[config.mk]
export PLATFORM = sky130hd
export DESIGN_NAME = segment_allocator_coalescing
export DESIGN_NICKNAME = d
export VERILOG_FILES = /design/src/design/sac_pkg.sv /design/src/design/sac_cmp.sv /design/src/design/segment_allocator_coalescing.sv
export SDC_FILE = /design/constraint.sdc
export NUM_CORES = 2
export LEC_CHECK = 0
export ABC_AREA = 0
export BUFFER_PORTS_ARGS = -buffer_cell sky130_fd_sc_hd__clkbuf_2
export CELL_PAD_IN_SITES_DETAIL_PLACEMENT = 0
export CELL_PAD_IN_SITES_GLOBAL_PLACEMENT = 1
export CORE_ASPECT_RATIO = 1.75
export CORE_MARGIN = 2
export CORE_UTILIZATION = 55
export CTS_CLUSTER_DIAMETER = 30
export DETAILED_ROUTE_END_ITERATION = 8
export PLACE_DENSITY = 0.88
export SYNTH_ARGS = -nofsm -noshare
export SYNTH_HDL_FRONTEND = slang
export SYNTH_SLANG_ARGS = --single-unit
[constraint.sdc]
create_clock -name clock -period 6.4 [get_ports clock]
set_input_delay 0.64 -clock clock [delete_from_list [all_inputs] [get_ports clock]]
set_output_delay 0.64 -clock clock [all_outputs]
set_load 0.1 [all_outputs]
[src/design/sac_pkg.sv]
// Shared types and codes for the segment allocator.
`timescale 1ns / 1ps
`default_nettype none
package sac_pkg;

   typedef enum logic [2:0] {
      ST_OK       = 3'd0,
      ST_NO_RANGE = 3'd1,
      ST_IN_USE   = 3'd2,
      ST_UNKNOWN  = 3'd3,
      ST_FULL     = 3'd4,
      ST_ZERO     = 3'd5
   } status_type;

   typedef enum logic [0:0] {
      CMD_CREATE = 1'b0,
      CMD_REMOVE = 1'b1
   } command_type;

   typedef enum logic [3:0] {
      S_IDLE,
      S_INIT,
      S_SEG_RD,
      S_SCAN_RD,
      S_SCAN_CMP,
      S_APPLY,
      S_WR_HIT,
      S_WR_SLOT,
      S_DONE
   } state_type;

   // Request to the compare unit: which compare the sequencer wants.
   typedef enum logic [1:0] {
      CMP_CONTAIN,
      CMP_BEFORE,
      CMP_AFTER
   } cmp_op_type;

   typedef struct packed {
      logic contain;
      logic start_eq;
      logic end_eq;
   } cmp_res_type;

endpackage
`default_nettype wire

[src/design/sac_cmp.sv]
// Compare unit: range containment and adjacency tests on one free entry.
`timescale 1ns / 1ps
`default_nettype none
module sac_cmp #(
   parameter int ADDR_BITS = 16
) (
   input  wire logic [ADDR_BITS-1:0] ent_start,
   input  wire logic [ADDR_BITS-1:0] ent_length,
   input  wire logic [ADDR_BITS-1:0] key_start,
   input  wire logic [ADDR_BITS-1:0] key_length,
   output sac_pkg::cmp_res_type      res
);
   logic [ADDR_BITS:0] ent_end;
   logic [ADDR_BITS:0] key_end;

   always_comb begin
      ent_end      = {1'b0, ent_start} + {1'b0, ent_length};
      key_end      = {1'b0, key_start} + {1'b0, key_length};
      res.contain  = (ent_start <= key_start) && (key_end <= ent_end);
      res.start_eq = (ent_start == key_start);
      res.end_eq   = (ent_end == key_end);
   end
endmodule
`default_nettype wire

[src/design/segment_allocator_coalescing.sv]
// Top level: sequenced segment allocator with coalescing free ranges.
//
// Usage:
//  - req_ beats carry one create or remove command; rsp_ returns one status
//    beat per request, in order.
//  - csr_ writes the address-space size; only while idle. The write clears
//    both tables by a sweep over the FREE_SLOTS free entries (during which no
//    request is taken). Reset runs the same sweep with total size 65535.
//  - A request walks the free table entry by entry through two compare
//    units: an id-read step, then a read step and a compare step per entry.
//    The same walk finds the containing range, both merge neighbors and the
//    first empty slot. Then S_APPLY decides, S_WR_HIT and S_WR_SLOT write, and
//    S_DONE raises the status.
//  - rsp_tvalid rises once S_DONE is left; the next request is taken only
//    after the status beat has been taken.
//  - The status stays in the output register until rsp_tready; req_tready
//    stays low until it is taken.
//  - Free table and segment table are register arrays read by index.
`timescale 1ns / 1ps
`default_nettype none
module segment_allocator_coalescing #(
   parameter int FREE_SLOTS  = 16,
   parameter int SEGMENT_IDS = 16,
   parameter int ADDR_BITS   = 16
) (
   input  wire logic        clock,
   input  wire logic        reset,
   input  wire logic        req_tvalid,
   output logic             req_tready,
   // tdata: command[0], segment_id[4:1], start_req[20:5], size[36:21], pad
   input  wire logic [39:0] req_tdata,
   output logic             rsp_tvalid,
   input  wire logic        rsp_tready,
   // tdata: status[2:0], pad
   output logic [7:0]       rsp_tdata,
   input  wire logic        csr_valid,
   output logic             csr_ready,
   input  wire logic [15:0] csr_data
);
   localparam int FW = $clog2(FREE_SLOTS);
   localparam int SW = (SEGMENT_IDS > 1) ? $clog2(SEGMENT_IDS) : 1;
   localparam logic [ADDR_BITS:0] AMAX = {1'b0, {ADDR_BITS{1'b1}}};
   // reset size: 65535, clamped to the address width
   localparam logic [ADDR_BITS-1:0] TOTAL_RST = (ADDR_BITS >= 16) ?
      ADDR_BITS'(17'h0FFFF) : AMAX[ADDR_BITS-1:0];

   // Free table and segment table.
   logic [ADDR_BITS-1:0] fs_ff [FREE_SLOTS];
   logic [ADDR_BITS-1:0] fl_ff [FREE_SLOTS];
   logic [FREE_SLOTS-1:0] fv_ff;
   logic [ADDR_BITS-1:0] sb_ff [SEGMENT_IDS];
   logic [ADDR_BITS-1:0] sl_ff [SEGMENT_IDS];
   logic [SEGMENT_IDS-1:0] sv_ff;

   sac_pkg::state_type st_ff, st_in;
   logic [ADDR_BITS-1:0] total_ff;
   logic [FW:0] idx_ff, idx_in;
   logic cmd_ff;
   logic [3:0] id_ff;
   logic [ADDR_BITS-1:0] kst_ff, klen_ff;
   logic [2:0] status_ff;
   logic rsp_valid_ff;
   // scan results
   logic hit_ok_ff, bef_ok_ff, aft_ok_ff, slot_ok_ff;
   logic [FW-1:0] hit_ff, bef_ff, aft_ff, slot_ff;
   logic hs_eq_ff, he_eq_ff;
   // registered entry read
   logic [ADDR_BITS-1:0] rs_ff, rl_ff;
   logic rv_ff;
   logic [ADDR_BITS-1:0] hs_ff, hl_ff, bl_ff, al_ff;

   sac_pkg::cmp_res_type cr_c, cr_a;
   logic [ADDR_BITS:0] kend;
   logic id_range;

   assign kend = {1'b0, kst_ff} + {1'b0, klen_ff};
   assign id_range = ({28'd0, id_ff} < SEGMENT_IDS);

   // Containment test against key; after-test uses end as start.
   sac_cmp #(.ADDR_BITS(ADDR_BITS)) u_cmp (
      .ent_start(rs_ff), .ent_length(rl_ff),
      .key_start(kst_ff), .key_length(klen_ff), .res(cr_c));
   sac_cmp #(.ADDR_BITS(ADDR_BITS)) u_cmpa (
      .ent_start(rs_ff), .ent_length({ADDR_BITS{1'b0}}),
      .key_start(kend[ADDR_BITS-1:0]), .key_length({ADDR_BITS{1'b0}}), .res(cr_a));

   logic [ADDR_BITS:0] r_end;
   assign r_end = {1'b0, rs_ff} + {1'b0, rl_ff};
   logic bef_m, aft_m;
   assign bef_m = rv_ff && (r_end == {1'b0, kst_ff});
   assign aft_m = rv_ff && !kend[ADDR_BITS] && cr_a.start_eq;

   // next state
   always_comb begin
      st_in  = st_ff;
      idx_in = idx_ff;
      case (st_ff)
         sac_pkg::S_IDLE: begin
            idx_in = '0;
            if (csr_valid) st_in = sac_pkg::S_INIT;
            else if (req_tvalid && !rsp_valid_ff) st_in = sac_pkg::S_SEG_RD;
         end
         sac_pkg::S_INIT: begin
            idx_in = idx_ff + 1'b1;
            if (idx_ff == (FW+1)'(FREE_SLOTS - 1)) st_in = sac_pkg::S_IDLE;
         end
         sac_pkg::S_SEG_RD: begin
            idx_in = '0;
            st_in  = sac_pkg::S_SCAN_RD;
         end
         sac_pkg::S_SCAN_RD: st_in = sac_pkg::S_SCAN_CMP;
         sac_pkg::S_SCAN_CMP: begin
            idx_in = idx_ff + 1'b1;
            st_in  = (idx_ff == (FW+1)'(FREE_SLOTS - 1)) ? sac_pkg::S_APPLY
                                                          : sac_pkg::S_SCAN_RD;
         end
         sac_pkg::S_APPLY:   st_in = sac_pkg::S_WR_HIT;
         sac_pkg::S_WR_HIT:  st_in = sac_pkg::S_WR_SLOT;
         sac_pkg::S_WR_SLOT: st_in = sac_pkg::S_DONE;
         sac_pkg::S_DONE:    st_in = sac_pkg::S_IDLE;
         default:            st_in = sac_pkg::S_IDLE;
      endcase
   end

   // handshake outputs
   always_comb begin
      req_tready = (st_ff == sac_pkg::S_IDLE) && !csr_valid && !rsp_valid_ff;
      csr_ready  = (st_ff == sac_pkg::S_IDLE);
      rsp_tvalid = rsp_valid_ff;
      rsp_tdata  = {5'd0, status_ff};
   end

   // error code decided once the scan is done
   logic [2:0] dec_status;
   logic need_slot;
   always_comb begin
      need_slot  = 1'b0;
      dec_status = sac_pkg::ST_OK;
      if (cmd_ff == sac_pkg::CMD_CREATE) begin
         need_slot = hit_ok_ff && !hs_eq_ff && !he_eq_ff;
         if (klen_ff == '0) dec_status = sac_pkg::ST_ZERO;
         else if (!id_range) dec_status = sac_pkg::ST_UNKNOWN;
         else if (sv_ff[id_ff[SW-1:0]]) dec_status = sac_pkg::ST_IN_USE;
         else if (!hit_ok_ff) dec_status = sac_pkg::ST_NO_RANGE;
         else if (need_slot && !slot_ok_ff) dec_status = sac_pkg::ST_FULL;
      end else begin
         need_slot = !bef_ok_ff && !aft_ok_ff;
         if (!id_range || !sv_ff[id_ff[SW-1:0]]) dec_status = sac_pkg::ST_UNKNOWN;
         else if (need_slot && !slot_ok_ff) dec_status = sac_pkg::ST_FULL;
      end
   end

   logic [ADDR_BITS-1:0] csr_clamp;
   assign csr_clamp = (33'(csr_data) > 33'(AMAX)) ? AMAX[ADDR_BITS-1:0]
                                                  : ADDR_BITS'(csr_data);
   logic [FW-1:0] ix;
   assign ix = idx_ff[FW-1:0];

   always_ff @(posedge clock) begin
      if (reset) begin
         st_ff        <= sac_pkg::S_INIT;
         idx_ff       <= '0;
         total_ff     <= TOTAL_RST;
         rsp_valid_ff <= 1'b0;
         fv_ff        <= '0;
         sv_ff        <= '0;
      end else begin
         st_ff  <= st_in;
         idx_ff <= idx_in;
         if (rsp_valid_ff && rsp_tready) rsp_valid_ff <= 1'b0;
         case (st_ff)
            sac_pkg::S_IDLE: begin
               if (csr_valid) begin
                  total_ff <= csr_clamp;
               end else if (req_tvalid && !rsp_valid_ff) begin
                  cmd_ff  <= req_tdata[0];
                  id_ff   <= req_tdata[4:1];
                  kst_ff  <= ADDR_BITS'(req_tdata[20:5]);
                  klen_ff <= ADDR_BITS'(req_tdata[36:21]);
               end
            end
            sac_pkg::S_INIT: begin
               fs_ff[ix] <= '0;
               fl_ff[ix] <= total_ff;
               fv_ff[ix] <= (ix == '0) && (total_ff != '0);
               sv_ff     <= '0;
            end
            sac_pkg::S_SEG_RD: begin
               hit_ok_ff <= 1'b0; bef_ok_ff <= 1'b0;
               aft_ok_ff <= 1'b0; slot_ok_ff <= 1'b0;
               if (cmd_ff == sac_pkg::CMD_REMOVE && id_range) begin
                  kst_ff  <= sb_ff[id_ff[SW-1:0]];
                  klen_ff <= sl_ff[id_ff[SW-1:0]];
               end
            end
            sac_pkg::S_SCAN_RD: begin
               rs_ff <= fs_ff[ix];
               rl_ff <= fl_ff[ix];
               rv_ff <= fv_ff[ix];
            end
            sac_pkg::S_SCAN_CMP: begin
               if (!rv_ff && !slot_ok_ff) begin
                  slot_ok_ff <= 1'b1; slot_ff <= ix;
               end
               if (rv_ff && cr_c.contain && !hit_ok_ff) begin
                  hit_ok_ff <= 1'b1; hit_ff <= ix;
                  hs_eq_ff <= cr_c.start_eq; he_eq_ff <= cr_c.end_eq;
                  hs_ff <= rs_ff; hl_ff <= rl_ff;
               end
               if (bef_m && !bef_ok_ff) begin
                  bef_ok_ff <= 1'b1; bef_ff <= ix; bl_ff <= rl_ff;
               end
               if (aft_m && !aft_ok_ff) begin
                  aft_ok_ff <= 1'b1; aft_ff <= ix; al_ff <= rl_ff;
               end
            end
            sac_pkg::S_APPLY: begin
               status_ff <= dec_status;
            end
            sac_pkg::S_WR_HIT: begin
               if (status_ff == sac_pkg::ST_OK) begin
                  if (cmd_ff == sac_pkg::CMD_CREATE) begin
                     sb_ff[id_ff[SW-1:0]] <= kst_ff;
                     sl_ff[id_ff[SW-1:0]] <= klen_ff;
                     sv_ff[id_ff[SW-1:0]] <= 1'b1;
                     if (hs_eq_ff && he_eq_ff) fv_ff[hit_ff] <= 1'b0;
                     else if (hs_eq_ff) begin
                        fs_ff[hit_ff] <= kend[ADDR_BITS-1:0];
                        fl_ff[hit_ff] <= ADDR_BITS'(({1'b0, hs_ff} + {1'b0, hl_ff}) - kend);
                     end else
                        fl_ff[hit_ff] <= kst_ff - hs_ff;
                  end else begin
                     sv_ff[id_ff[SW-1:0]] <= 1'b0;
                     if (bef_ok_ff) begin
                        fl_ff[bef_ff] <= bl_ff + klen_ff + (aft_ok_ff ? al_ff : '0);
                        if (aft_ok_ff) fv_ff[aft_ff] <= 1'b0;
                     end else if (aft_ok_ff) begin
                        fs_ff[aft_ff] <= kst_ff;
                        fl_ff[aft_ff] <= al_ff + klen_ff;
                     end
                  end
               end
            end
            sac_pkg::S_WR_SLOT: begin
               if (status_ff == sac_pkg::ST_OK) begin
                  if (cmd_ff == sac_pkg::CMD_CREATE && !hs_eq_ff && !he_eq_ff) begin
                     fs_ff[slot_ff] <= kend[ADDR_BITS-1:0];
                     fl_ff[slot_ff] <= ADDR_BITS'(({1'b0, hs_ff} + {1'b0, hl_ff}) - kend);
                     fv_ff[slot_ff] <= 1'b1;
                  end else if (cmd_ff == sac_pkg::CMD_REMOVE && !bef_ok_ff && !aft_ok_ff) begin
                     fs_ff[slot_ff] <= kst_ff;
                     fl_ff[slot_ff] <= klen_ff;
                     fv_ff[slot_ff] <= 1'b1;
                  end
               end
            end
            sac_pkg::S_DONE: rsp_valid_ff <= 1'b1;
            default: ;
         endcase
      end
   end

   // A result is raised only at the end of a request.
   a_rsp_from_done: assert property (@(posedge clock) disable iff (reset)
      $rose(rsp_tvalid) |-> $past(st_ff == sac_pkg::S_DONE)) else $error("rsp w/o done");
   // No request is taken while a status is still held.
   a_no_overlap: assert property (@(posedge clock) disable iff (reset)
      rsp_tvalid |-> !req_tready) else $error("overlap");
   // Status code is always a defined one.
   a_status: assert property (@(posedge clock) disable iff (reset)
      rsp_tvalid |-> (rsp_tdata[2:0] <= 3'd5)) else $error("bad status");

endmodule
`default_nettype wire

==> results.yml <==
synth:
  ys.flop_type: "edfxtp_1"
  yosys-top-cells-area: "edfxtp_1 (64%), mux4_2 (13%), ha_1 (3.0%)"
  syn_inst: 3254
  mappedNetlistArea_um2: 55200
  synth_common_cells: "edfxtp_1 (1183), mux4_2 (330), nor2_1 (194)"
  synth_cell_types: 87
  ys_seq_area_frac: 0.666
  synth_edf_count: 1183
  synth_top_area_frac: 0.643
  yosys.cell_count.top_type: "edfxtp_1"
  async_flop_share: 0
  synth-seq-cells: 1245
  synth_warnings: 0
  synth_area_leader_cell: "edfxtp_1"
  avgSynthCellArea_um2: 17.0
clock_network:
  cts.sinks: 1245
  cts_resized: 0
  clock-root-buffer: "clkbuf_16"
  cts_buffer_depth: 3
  cts-buffers-inserted: 138
  htreeDepth: 4
  cts_setup_buffers: 0
  cts_tree: "done"
  cts_hold_buf: 0
  worstSkewPairLatency_ns: 0.78
  cts.clk_slew.worst_paths_ns: 0.06
final_layout:
  final_util: 0.629
  drive_gt1_frac: 0.242
  nets: 3682
  final_cell_area_um2: 62700
  multi_input_area_um2: 17800
  nFillCells: 6821
  antenna-diode-count: 0
  syn_to_final_growth_pct: 13.4
  seqCellArea_um2: 36800
placed_design:
  portBuffers: 63
  postPlaceCellArea_um2: 58000
  gp_congestion: 0.942
  place_hpwl_mm: 94.8
timing:
  timing.fmax_mhz: 167
  finalCritPeriodShare: 0.935
  rsz0062_at_grt: "false"
  worstMarginPinSlew_ns: 1.29
  relSlewSlack: 0.139
  drv_slew: 0
  fin_setup_tns_ns: 0
  hold_viol_final: 0
  setup_violations: 0
  skew_ns: 0.0282
  min_period_ns: 5.98
route:
  ant_nets: 0
  routed-via-count: 32200
  wl_per_cell_um: 31.3
  wirelength_mm: 153
  drc_errors: 0
  drt_iter0_drc: 3442
  via_per_inst: 6.59
  dr.pass1.iters: 6
setup_path:
  slowest_delay_ns: 0.79
  cp_max_fo: 16
  worstSetupStartpointType: "flop"
  crit_type: "reg2reg"
  critPathTopFamily: "compound AO/OA/AOI/OAI gates"
  timing.critical_path.mode_cell: "o21ai_0"
  crit_chain: "ha_1 -> a211oi_1 -> nor2_1 -> o21ai_0 -> nand2_1 -> xor2_1 -> inv_1 -> fa_1 -> ha_1 -> o21a_1 -> o21ai_0 -> a211oi_1 -> o21ai_0 -> a31oi_1 -> mux2i_1 -> or4_1 -> nor2_1"
  worstPathArrival_ns: 6.41
  end_kind: "flop"
  crit_buf_inv: 1
  cp_slowest_cell: "nor2_1"
  required_ns: 6.83
global_route:
  grt_pass1_vias: 33100
  antenna_found_initial: 2
  grt_pass1_wl_mm: 222
  grt_overflow: 0
  track_usage: 0.302
  grt_max_degree: 129
power:
  power_mw: 17.9
  p_int_mw: 13.9
  swShare: 0.225
  max-vdd-ir-drop_mv: 0.256
  power.density_nw_per_um2: 286
  clkPwrFrac: 0.453
  p_seq_frac: 0.501
  switching_power_mw: 4.02
  p_comb_frac: 0.046
  p_leak_nw: 20.3
die:
  start_util: 0.555
  dieArea_um2: 103000
  ios: 72
  rows: 153
  die-height_um: 423
  die_x_um: 244
  design.core.area_um2: 99500
worst_hold_path:
  hold_class: "in2reg"
outcome:
  status: "finished, final reports clean"
flow_run:
  drv_cap: 0
## flip-flops by register name, summed over array words and instances, names as in the netlist, 4 cells and up, named ones only
name,flops
aft_ff,4
al_ff,16
bef_ff,4
bl_ff,16
fl_ff,256
fs_ff,256
hit_ff,4
hl_ff,16
hs_ff,16
id_ff,4
idx_ff,5
klen_ff,16
kst_ff,16
rl_ff,16
rs_ff,16
sb_ff,256
sl_ff,256
slot_ff,4
st_ff,4
sv_ff,16
total_ff,16
## path summary, 6_finish.rpt
path | startpoint | endpoint | slack [ns] | cells after the start
setup / recovery | kst_ff[1]$_DFFE_PP_ | fl_ff[0][14]$_DFFE_PP_ | 0.42 | 17
hold reg to reg | rsp_tvalid$_SDFFE_PP0P_ | rsp_tvalid$_SDFFE_PP0P_ | 0.50 | 2
setup reg to reg | kst_ff[1]$_DFFE_PP_ | fl_ff[0][14]$_DFFE_PP_ | 0.42 | 17
hold / removal | req_tdata[0] | cmd_ff$_DFFE_PP_ | 0.05 | 1
## layer usage
| metal | vias up | track usage | part of all wire | routed length, µm |
|---|---|---|---|---|
| met5 | - | 0 | 0.00012 | 18 |
| met4 | 2 | 0.211 | 0.082 | 12600 |
| met3 | 605 | 0.0541 | 0.071 | 10900 |
| met2 | 1818 | 0.532 | 0.53 | 80700 |
| met1 | 16300 | 0.327 | 0.32 | 48700 |
| li1 | 13500 | - | - | - |
## final cells by class
type / count / area share
repair buffers: 208 / 0.0232
well taps: 1317 / 0.0263
clock buffers: 162 / 0.0576
multi-input cells: 1782 / 0.284
inverters: 82 / 0.00491
clock inverters: 94 / 0.0174
flip-flops and latches: 1245 / 0.587
## through the flow
step           setup WS, ns  hold WS [ns]  std cells
6_report              0.416        0.0540       4890
5_1_grt              0.0397        0.0444       4890
4_1_cts               0.594       0.00754       4890
3_5_place_dp          0.694         0.475       4634
3_3_place_gp          0.834         0.469       4634
2_1_floorplan          1.06         0.448       3258
## power by group through the flow
stage	clock network [mW]	registers, mW	logic, mW
CTS	8.20	8.96	0.834
global placement	0	9.13	0.818
finish	8.11	8.96	0.831
global route	8.49	8.96	0.873
floorplan	0	9.07	0.625
detailed placement	0	9.13	0.827
## cell usage in the layout, fill, tap and decap left out, drive strengths merged, types with 62 or more instances in the layout
cell    count
a21oi     138
buf       145
clkbuf    225
dfxtp      62
edfxtp   1183
ha        132
inv       117
mux4      330
nand2     141
nor2      194
o21ai     112
xnor2      64
## kinds of logic (layout without fill, tap and decap cells)
group,after synthesis,count (layout),share of synthesized area
DFF,1245,1245,0.666
and+or+nand+nor,627,627,0.0561
AOI/OAI and AO/OA,499,499,0.0579
muxes,377,377,0.144
buffers and inverters,231,546,0.0165
adders and majority gates,164,164,0.0415
xor gates and xnor gates,110,110,0.0185
other,1,5,0.0000679
Note: power is estimated with default switching activity, not from simulation.
